<file path="src/gfpe_pkg.sv">
// ----------------------------------------------------------------------------
// GF(2^8) polynomial evaluator package
// Shared constants, register codes and the field multiplier.
// ----------------------------------------------------------------------------
`default_nettype none

package gfpe_pkg;

   localparam int COEFF_COUNT_MAX = 14;
   localparam int INV_STAGES = 8;

   localparam logic [7:0] FIELD_POLY_RESET = 8'h2B;
   localparam logic [3:0] POLY_DEGREE_RESET = 4'd13;

   // The inverse is value^254; each inverse cell handles one exponent bit.
   localparam logic [7:0] INV_EXPONENT = 8'd254;

   typedef enum logic [1:0] {
      REG_FIELD_POLY  = 2'd0,
      REG_COEFF_LOW   = 2'd1,
      REG_COEFF_HIGH  = 2'd2,
      REG_POLY_DEGREE = 2'd3
   } reg_index_type;

   // Product of a and b modulo x^8 + poly.
   function automatic logic [7:0] gf_mul(input logic [7:0] a, input logic [7:0] b,
                                         input logic [7:0] poly);
      logic [7:0] acc;
      logic [7:0] x;
      logic       carry;
      acc = 8'd0;
      x = a;
      for (int i = 0; i < 8; i++) begin
         if (b[i]) begin
            acc = acc ^ x;
         end
         carry = x[7];
         x = {x[6:0], 1'b0};
         if (carry) begin
            x = x ^ poly;
         end
      end
      return acc;
   endfunction

endpackage

`default_nettype wire

</file>
<file path="src/gfpe_horner_cell.sv">
// ----------------------------------------------------------------------------
// Horner cell
// One step of Horner evaluation: acc times point, plus one coefficient.
// ----------------------------------------------------------------------------
`default_nettype none

module gfpe_horner_cell
   import gfpe_pkg::*;
(
   input  wire logic       clock,
   input  wire logic       reset,
   input  wire logic [7:0] field_poly,
   input  wire logic [7:0] coeff,
   input  wire logic       in_valid,
   output logic            in_ready,
   input  wire logic [7:0] in_point,
   input  wire logic [7:0] in_acc,
   output logic            out_valid,
   input  wire logic       out_ready,
   output logic [7:0]      out_point,
   output logic [7:0]      out_acc
);

   logic       valid_ff;
   logic       valid_in;
   logic [7:0] point_ff;
   logic [7:0] acc_ff;
   logic [7:0] acc_in;

   assign in_ready = !valid_ff || out_ready;
   assign valid_in = in_ready ? in_valid : valid_ff;
   assign acc_in = gf_mul(in_acc, in_point, field_poly) ^ coeff;

   always_ff @(posedge clock) begin
      if (reset) begin
         valid_ff <= 1'b0;
      end else begin
         valid_ff <= valid_in;
      end
   end

   always_ff @(posedge clock) begin
      if (in_valid && in_ready) begin
         point_ff <= in_point;
         acc_ff <= acc_in;
      end
   end

   assign out_valid = valid_ff;
   assign out_point = point_ff;
   assign out_acc = acc_ff;

endmodule

`default_nettype wire

</file>
<file path="src/gfpe_inverse_cell.sv">
// ----------------------------------------------------------------------------
// Inverse cell
// One square-and-multiply step of the power chain that forms value^254.
// ----------------------------------------------------------------------------
`default_nettype none

module gfpe_inverse_cell
   import gfpe_pkg::*;
#(
   parameter bit MUL_EN = 1'b1
) (
   input  wire logic       clock,
   input  wire logic       reset,
   input  wire logic [7:0] field_poly,
   input  wire logic       in_valid,
   output logic            in_ready,
   input  wire logic [7:0] in_value,
   input  wire logic [7:0] in_base,
   input  wire logic [7:0] in_result,
   output logic            out_valid,
   input  wire logic       out_ready,
   output logic [7:0]      out_value,
   output logic [7:0]      out_base,
   output logic [7:0]      out_result
);

   logic       valid_ff;
   logic       valid_in;
   logic [7:0] value_ff;
   logic [7:0] base_ff;
   logic [7:0] base_in;
   logic [7:0] result_ff;
   logic [7:0] result_in;

   assign in_ready = !valid_ff || out_ready;
   assign valid_in = in_ready ? in_valid : valid_ff;
   assign base_in = gf_mul(in_base, in_base, field_poly);
   assign result_in = MUL_EN ? gf_mul(in_result, in_base, field_poly) : in_result;

   always_ff @(posedge clock) begin
      if (reset) begin
         valid_ff <= 1'b0;
      end else begin
         valid_ff <= valid_in;
      end
   end

   always_ff @(posedge clock) begin
      if (in_valid && in_ready) begin
         value_ff <= in_value;
         base_ff <= base_in;
         result_ff <= result_in;
      end
   end

   assign out_valid = valid_ff;
   assign out_value = value_ff;
   assign out_base = base_ff;
   assign out_result = result_ff;

endmodule

`default_nettype wire

</file>
<file path="src/gf256_polynomial_evaluator.sv">
// ----------------------------------------------------------------------------
// GF(2^8) polynomial evaluator
// Evaluates the configured polynomial at each requested point and returns the
// value, its inverse and a root flag.
// ----------------------------------------------------------------------------
// Pipeline: the Horner cells feed the inverse cells; every cell is one register stage.
// Throughput: one request per cycle while rsp_tready is high; each Horner cell and
// each inverse cell holds one request, and stalls only when it is full and its successor cannot accept.
// Reset: synchronous; clears all cell valid bits and loads the register
// defaults (field polynomial 0x2B, coefficients 0, degree 13).
// ----------------------------------------------------------------------------
`default_nettype none

module gf256_polynomial_evaluator
   import gfpe_pkg::*;
#(
   parameter int MAX_COEFFS = COEFF_COUNT_MAX
) (
   input  wire logic        clock,
   input  wire logic        reset,
   // req_tdata: point[7:0]
   input  wire logic        req_tvalid,
   output logic             req_tready,
   input  wire logic [7:0]  req_tdata,
   // rsp_tdata: value[7:0], value_inverse[15:8], is_root[16], zero fill
   output logic             rsp_tvalid,
   input  wire logic        rsp_tready,
   output logic [23:0]      rsp_tdata,
   input  wire logic        csr_psel,
   input  wire logic        csr_penable,
   input  wire logic        csr_pwrite,
   input  wire logic [4:0]  csr_paddr,
   input  wire logic [63:0] csr_pwdata,
   output logic [63:0]      csr_prdata,
   output logic             csr_pready
);

   localparam logic [3:0] TOP_MAX = 4'(MAX_COEFFS - 1);

   logic [7:0]    field_poly_ff;
   logic [63:0]   coeff_low_ff;
   logic [47:0]   coeff_high_ff;
   logic [3:0]    poly_degree_ff;
   logic          csr_write;
   reg_index_type csr_index;
   logic [3:0]    top_index;
   logic [111:0]  coeff_all;

   assign csr_pready = 1'b1;
   assign csr_write = csr_psel && csr_penable && csr_pwrite && csr_pready;
   assign csr_index = reg_index_type'(csr_paddr[4:3]);

   always_ff @(posedge clock) begin
      if (reset) begin
         field_poly_ff <= FIELD_POLY_RESET;
         coeff_low_ff <= 64'd0;
         coeff_high_ff <= 48'd0;
         poly_degree_ff <= POLY_DEGREE_RESET;
      end else if (csr_write) begin
         case (csr_index)
            REG_FIELD_POLY: begin
               field_poly_ff <= csr_pwdata[7:0];
            end
            REG_COEFF_LOW: begin
               coeff_low_ff <= csr_pwdata;
            end
            REG_COEFF_HIGH: begin
               coeff_high_ff <= csr_pwdata[47:0];
            end
            REG_POLY_DEGREE: begin
               poly_degree_ff <= csr_pwdata[3:0];
            end
            default: begin
            end
         endcase
      end
   end

   always_comb begin
      case (csr_index)
         REG_FIELD_POLY:  csr_prdata = {56'd0, field_poly_ff};
         REG_COEFF_LOW:   csr_prdata = coeff_low_ff;
         REG_COEFF_HIGH:  csr_prdata = {16'd0, coeff_high_ff};
         REG_POLY_DEGREE: csr_prdata = {60'd0, poly_degree_ff};
         default:         csr_prdata = 64'd0;
      endcase
   end

   // A degree beyond the last cell saturates; coefficients above it are masked.
   assign top_index = (poly_degree_ff > TOP_MAX) ? TOP_MAX : poly_degree_ff;
   assign coeff_all = {coeff_high_ff, coeff_low_ff};

   logic       h_valid [0:MAX_COEFFS];
   logic       h_ready [0:MAX_COEFFS];
   logic [7:0] h_point [0:MAX_COEFFS];
   logic [7:0] h_acc   [0:MAX_COEFFS];

   assign h_valid[0] = req_tvalid;
   assign req_tready = h_ready[0];
   assign h_point[0] = req_tdata;
   assign h_acc[0] = 8'd0;

   // Cell k adds the coefficient of index MAX_COEFFS-1-k, highest first.
   for (genvar k = 0; k < MAX_COEFFS; k++) begin : g_horner
      localparam int IDX = MAX_COEFFS - 1 - k;
      logic [7:0] coeff;
      assign coeff = (4'(IDX) <= top_index) ? coeff_all[8*IDX +: 8] : 8'd0;

      gfpe_horner_cell u_cell (
         .clock      (clock),
         .reset      (reset),
         .field_poly (field_poly_ff),
         .coeff      (coeff),
         .in_valid   (h_valid[k]),
         .in_ready   (h_ready[k]),
         .in_point   (h_point[k]),
         .in_acc     (h_acc[k]),
         .out_valid  (h_valid[k+1]),
         .out_ready  (h_ready[k+1]),
         .out_point  (h_point[k+1]),
         .out_acc    (h_acc[k+1])
      );
   end

   logic       i_valid  [0:INV_STAGES];
   logic       i_ready  [0:INV_STAGES];
   logic [7:0] i_value  [0:INV_STAGES];
   logic [7:0] i_base   [0:INV_STAGES];
   logic [7:0] i_result [0:INV_STAGES];

   assign i_valid[0] = h_valid[MAX_COEFFS];
   assign h_ready[MAX_COEFFS] = i_ready[0];
   assign i_value[0] = h_acc[MAX_COEFFS];
   assign i_base[0] = h_acc[MAX_COEFFS];
   assign i_result[0] = 8'd1;

   // A zero value gives a zero power, so the inverse reads 0 on its own.
   for (genvar s = 0; s < INV_STAGES; s++) begin : g_inverse
      gfpe_inverse_cell #(
         .MUL_EN (INV_EXPONENT[s])
      ) u_cell (
         .clock      (clock),
         .reset      (reset),
         .field_poly (field_poly_ff),
         .in_valid   (i_valid[s]),
         .in_ready   (i_ready[s]),
         .in_value   (i_value[s]),
         .in_base    (i_base[s]),
         .in_result  (i_result[s]),
         .out_valid  (i_valid[s+1]),
         .out_ready  (i_ready[s+1]),
         .out_value  (i_value[s+1]),
         .out_base   (i_base[s+1]),
         .out_result (i_result[s+1])
      );
   end

   assign rsp_tvalid = i_valid[INV_STAGES];
   assign i_ready[INV_STAGES] = rsp_tready;
   assign rsp_tdata = {7'd0, (i_value[INV_STAGES] == 8'd0), i_result[INV_STAGES],
                       i_value[INV_STAGES]};

   // The last square is not needed by the result.
   logic unused_base;
   assign unused_base = ^i_base[INV_STAGES] ^ ^h_point[MAX_COEFFS];

endmodule

`default_nettype wire
</file>
<file path="config.mk">
export PLATFORM = sky130hd
export DESIGN_NAME = gf256_polynomial_evaluator
export DESIGN_NICKNAME = d
export VERILOG_FILES = /design/src/gfpe_pkg.sv /design/src/gfpe_horner_cell.sv /design/src/gfpe_inverse_cell.sv /design/src/gf256_polynomial_evaluator.sv
export SDC_FILE = /design/constraint.sdc
export NUM_CORES = 2
export LEC_CHECK = 0
export BUFFER_PORTS_ARGS = -buffer_cell sky130_fd_sc_hd__clkbuf_2
export CORE_MARGIN = 2
export CORE_UTILIZATION = 36
export CTS_BUF_LIST = sky130_fd_sc_hd__clkbuf_4 sky130_fd_sc_hd__clkbuf_8 sky130_fd_sc_hd__clkbuf_16
export DETAILED_ROUTE_END_ITERATION = 7
export PLACE_DENSITY = 0.54
export SLEW_MARGIN = 25
export SYNTH_ARGS = -nofsm -noshare
export SYNTH_HDL_FRONTEND = slang
export SYNTH_SLANG_ARGS = --single-unit
</file>
<file path="constraint.sdc">
create_clock -name clock -period 11.47 [get_ports clock]
set_clock_uncertainty 0.05 [all_clocks]
set_input_delay 2.294 -clock clock [delete_from_list [all_inputs] [get_ports clock]]
set_output_delay 2.294 -clock clock [all_outputs]
set_load 0.005 [all_outputs]
</file>
==> results.cfg <==
[outcome]
outcome = completed

[sta]
tns_ps = 0
setup_viol = 0
finalHoldViolations = 0
rsz0062_at_grt = false
timing.fmax_mhz = 121.5
period_minus_slack_ps = 8229
finalCritPeriodShare_pct = 71.74
relSlewSlack_pct = 29.31
slew_violations = 0
max_slew.worst_pin.slew_ps = 1060

[cts]
post_cts_resized = 0
clockBufferDepth = 3
cts.hold.buffers_added = 0
cts_root_buffer = clkbuf_16
cts_setup_buffers = 0
cts_buffers = 72
insertion_delay_ps = 730
cts_tree = built
cts_sinks = 538
htreeDepth = 3
clkTransAtPathRegs_ps = 50

[synth]
syn-cell-area_sq_mm = 0.07485
synth_edf_count = 392
avgSynthCellArea_sq_um = 7.608
synth-main-ff-cell = edfxtp_1
seq_area_frac_synth_pct = 19.63
synth_cell_types = 111
yosys_warnings = 0
synthCells = 9839
ys_ff_latch = 538
async_flop_share_pct = 0

[pwr]
ir_drop_mv = 0.1408
leakagePower_nw = 29.31
power_frac_comb_pct = 45.1
seqPwrFrac_pct = 27.3
switchingPower_mw = 3.264
power_density_mw_per_mm2 = 111.1
intPower_mw = 5.526
swShare_pct = 37.13
power_frac_clock_pct = 27.6

[die]
die-area_sq_mm = 0.2116
pin_count = 175
die-width_um = 460.0
initial_core_util_pct = 36.18
rows = 167
dieHeight_um = 460.0
coreArea_sq_mm = 0.2069

[setup_path]
rrSetupSlack_ps = 5380
reg2regPathDepth = 14
cp_data_required_time_ps = 9130
crit_path_end_kind = output port
critical_path.max_fanout = 7
crit_type = input pin to output port
worstSetupStartpointType = input pin
cp.arrival_ps = 5880

[detailed_routing]
vias = 69243
detail-route-antenna-nets = 0
drt_iter0_drc = 6896
wl_per_cell_um = 22.17
vias_per_cell = 5.704
drt_wl_total_mm = 269.1
route.detailed.drc = 0
first_pass_iters = 7

[worst_hold_path]
hold_path_depth = 0
hp-class = register to register

[global_routing]
grt_usage_pct = 24.55
grt-ovfl-total = 0
antenna_found_initial = 7
grt_pass1_vias = 65366
grt_max_degree = 105
grt_pass1_wl_mm = 405.9

[layout]
num-nets-final = 9456
drive_gt1_share_pct = 7.295
syn_to_final_growth_pct = 5.717
final_core_utilization_pct = 38.25

[flow_run]
maxCapViolCount = 0

[place]
dp.final_hpwl_mm = 183.3
place.gp.congestion = 0.8890
io_buffer_count = 163
==> cells in the mapped netlist (all sizes together) (20+ instances only) <==
| library cell | count | area, sq um |
|---|---|---|
| a21oi | 547 | 2753 |
| nor3 | 32 | 175.2 |
| clkbuf | 478 | 1798 |
| xnor2 | 1832 | 16260 |
| a211o | 41 | 359.1 |
| nand3b | 35 | 289.0 |
| a22o | 83 | 727.0 |
| o2111ai | 20 | 175.2 |
| inv | 94 | 352.8 |
| o21ai | 354 | 1775 |
| o31ai | 34 | 255.2 |
| a311oi | 27 | 261.5 |
| edfxtp | 392 | 11770 |
| nor4 | 37 | 262.8 |
| xor2 | 478 | 4239 |
| or4 | 31 | 259.0 |
| a311o | 23 | 230.2 |
| nand2 | 2316 | 8728 |
| buf | 356 | 1927 |
| nor3b | 32 | 250.2 |
| xnor3 | 147 | 3318 |
| o21a | 40 | 300.3 |
| dfxtp | 146 | 2923 |
| a211oi | 147 | 1279 |
| nor2 | 381 | 1440 |
| nand3 | 479 | 2397 |
| nand4 | 59 | 381.6 |
| and3 | 136 | 875.8 |
| o22ai | 28 | 175.2 |
| o31a | 32 | 280.3 |
| and4 | 20 | 187.7 |
| or3 | 72 | 465.4 |
| a32oi | 50 | 437.9 |
| nor2b | 66 | 412.9 |
| nand2b | 74 | 462.9 |
| xor3 | 37 | 879.6 |
| a21boi | 41 | 307.8 |
| and2 | 115 | 731.9 |
| mux2i | 95 | 950.9 |
| or2 | 39 | 244.0 |
| a21o | 106 | 795.8 |
| o211ai | 40 | 300.3 |
| a221oi | 30 | 329.1 |
| o211a | 22 | 220.2 |
==> kinds of logic (layout without fill, tap and decap cells) <==
logic type,Yosys count,count (layout),synth area share (%)
AO/OA/AOI/OAI,1817,1817,16.57
XOR/XNOR,2494,2494,33.00
AND/OR/NAND/NOR,3944,3944,23.71
buffers and inverters,932,518,5.468
flip-flops,538,538,19.63
other,2,12,0.01003
multiplexers,112,112,1.611
==> cells in the final DEF (no fill, tap or decap), drive strengths merged, types with 95 or more instances in the layout <==
master / Yosys / final
nand2: 2316 / 2316
xnor3: 147 / 147
a21o: 106 / 106
nand3: 479 / 479
edfxtp: 392 / 392
a21oi: 547 / 547
and2: 115 / 115
dfxtp: 146 / 146
mux2i: 95 / 95
a211oi: 147 / 147
buf: 356 / 125
xnor2: 1832 / 1832
inv: 94 / 102
o21ai: 354 / 354
and3: 136 / 136
clkbuf: 478 / 253
xor2: 478 / 478
nor2: 381 / 381
==> per-layer routing <==
layer	vias to the layer above	global-route usage [%]	wire length (um)
li1	32581	-	-
met1	33351	32.63	115300
met2	2790	39.81	122200
met3	519	3.586	19780
met4	2	9.782	11800
met5	-	0	13
==> power groups by stage <==
stage                     logic (mW)  registers, mW  clock network [mW]
after floorplan                 3.30           2.33                   0
after global placement          3.91           2.43                   0
after detailed placement        3.92           2.43                   0
after CTS                       3.95           2.39                2.48
after global routing            4.30           2.40                2.54
final                           3.97           2.40                2.43
==> through the flow <==
stage / cell area, sq um / hold WS (ps) / worst slack (ps) / total power, mW / cells
2_1_floorplan: 74870 / 350.3 / 4672 / 5.625 / 9845
3_3_place_gp: 76540 / 354.0 / 3382 / 6.335 / 12001
3_5_place_dp: 76560 / 354.5 / 3313 / 6.352 / 12001
4_1_cts: 79050 / 364.7 / 3290 / 8.820 / 12134
5_1_grt: 79120 / 370.3 / 3043 / 9.241 / 12136
6_report: 79130 / 363.2 / 3241 / 8.790 / 12139
==> worst paths after layout <==
| kind | startpoint | end |
|---|---|---|
| worst max-delay path | rsp_tready | req_tready |
| worst min-delay path | g_inverse[0].u_cell.out_value[7] | g_inverse[1].u_cell.out_value[7] |
| worst max register to register | field_poly_ff[6] | g_inverse[2].u_cell.out_result[7] |
| worst min register to register | g_inverse[0].u_cell.out_value[7] | g_inverse[1].u_cell.out_value[7] |
==> area by class of cell <==
cell class	instances	area [sq um]
Sequential cell	538	14720
Tap cell	2704	3383
Antenna cell	4	10.01
Inverter	98	380.4
Fill cell	21349	127700
Clock inverter	42	533.0
Clock buffer	91	1957
Timing Repair Buffer	287	1844
Multi-Input combinational cell	8375	56300
==> registers in the layout (all words and copies together), names as in the netlist <==
signal	flops
g_inverse.u_cell.out_result	56
poly_degree_ff	4
g_inverse.u_cell.out_base	56
coeff_high_ff	48
g_horner.u_cell.out_valid	14
field_poly_ff	8
g_horner.u_cell.out_point	104
g_inverse.u_cell.out_valid	8
g_horner.u_cell.out_acc	112
g_inverse.u_cell.out_value	64
coeff_low_ff	64
==> worst max-delay path: stages <==
cell      delay (ps)
clkbuf_2         100
nor2b_1          440
nand3_1          150
nor2_1           420
nand3_1          180
nor3_1           230
buf_4            240
and4_1           380
and3_1           440
nand2_1          170
nor2_1           300
nand2_1          310
clkbuf_2         210
Note: power is estimated with default switching activity, not from simulation.
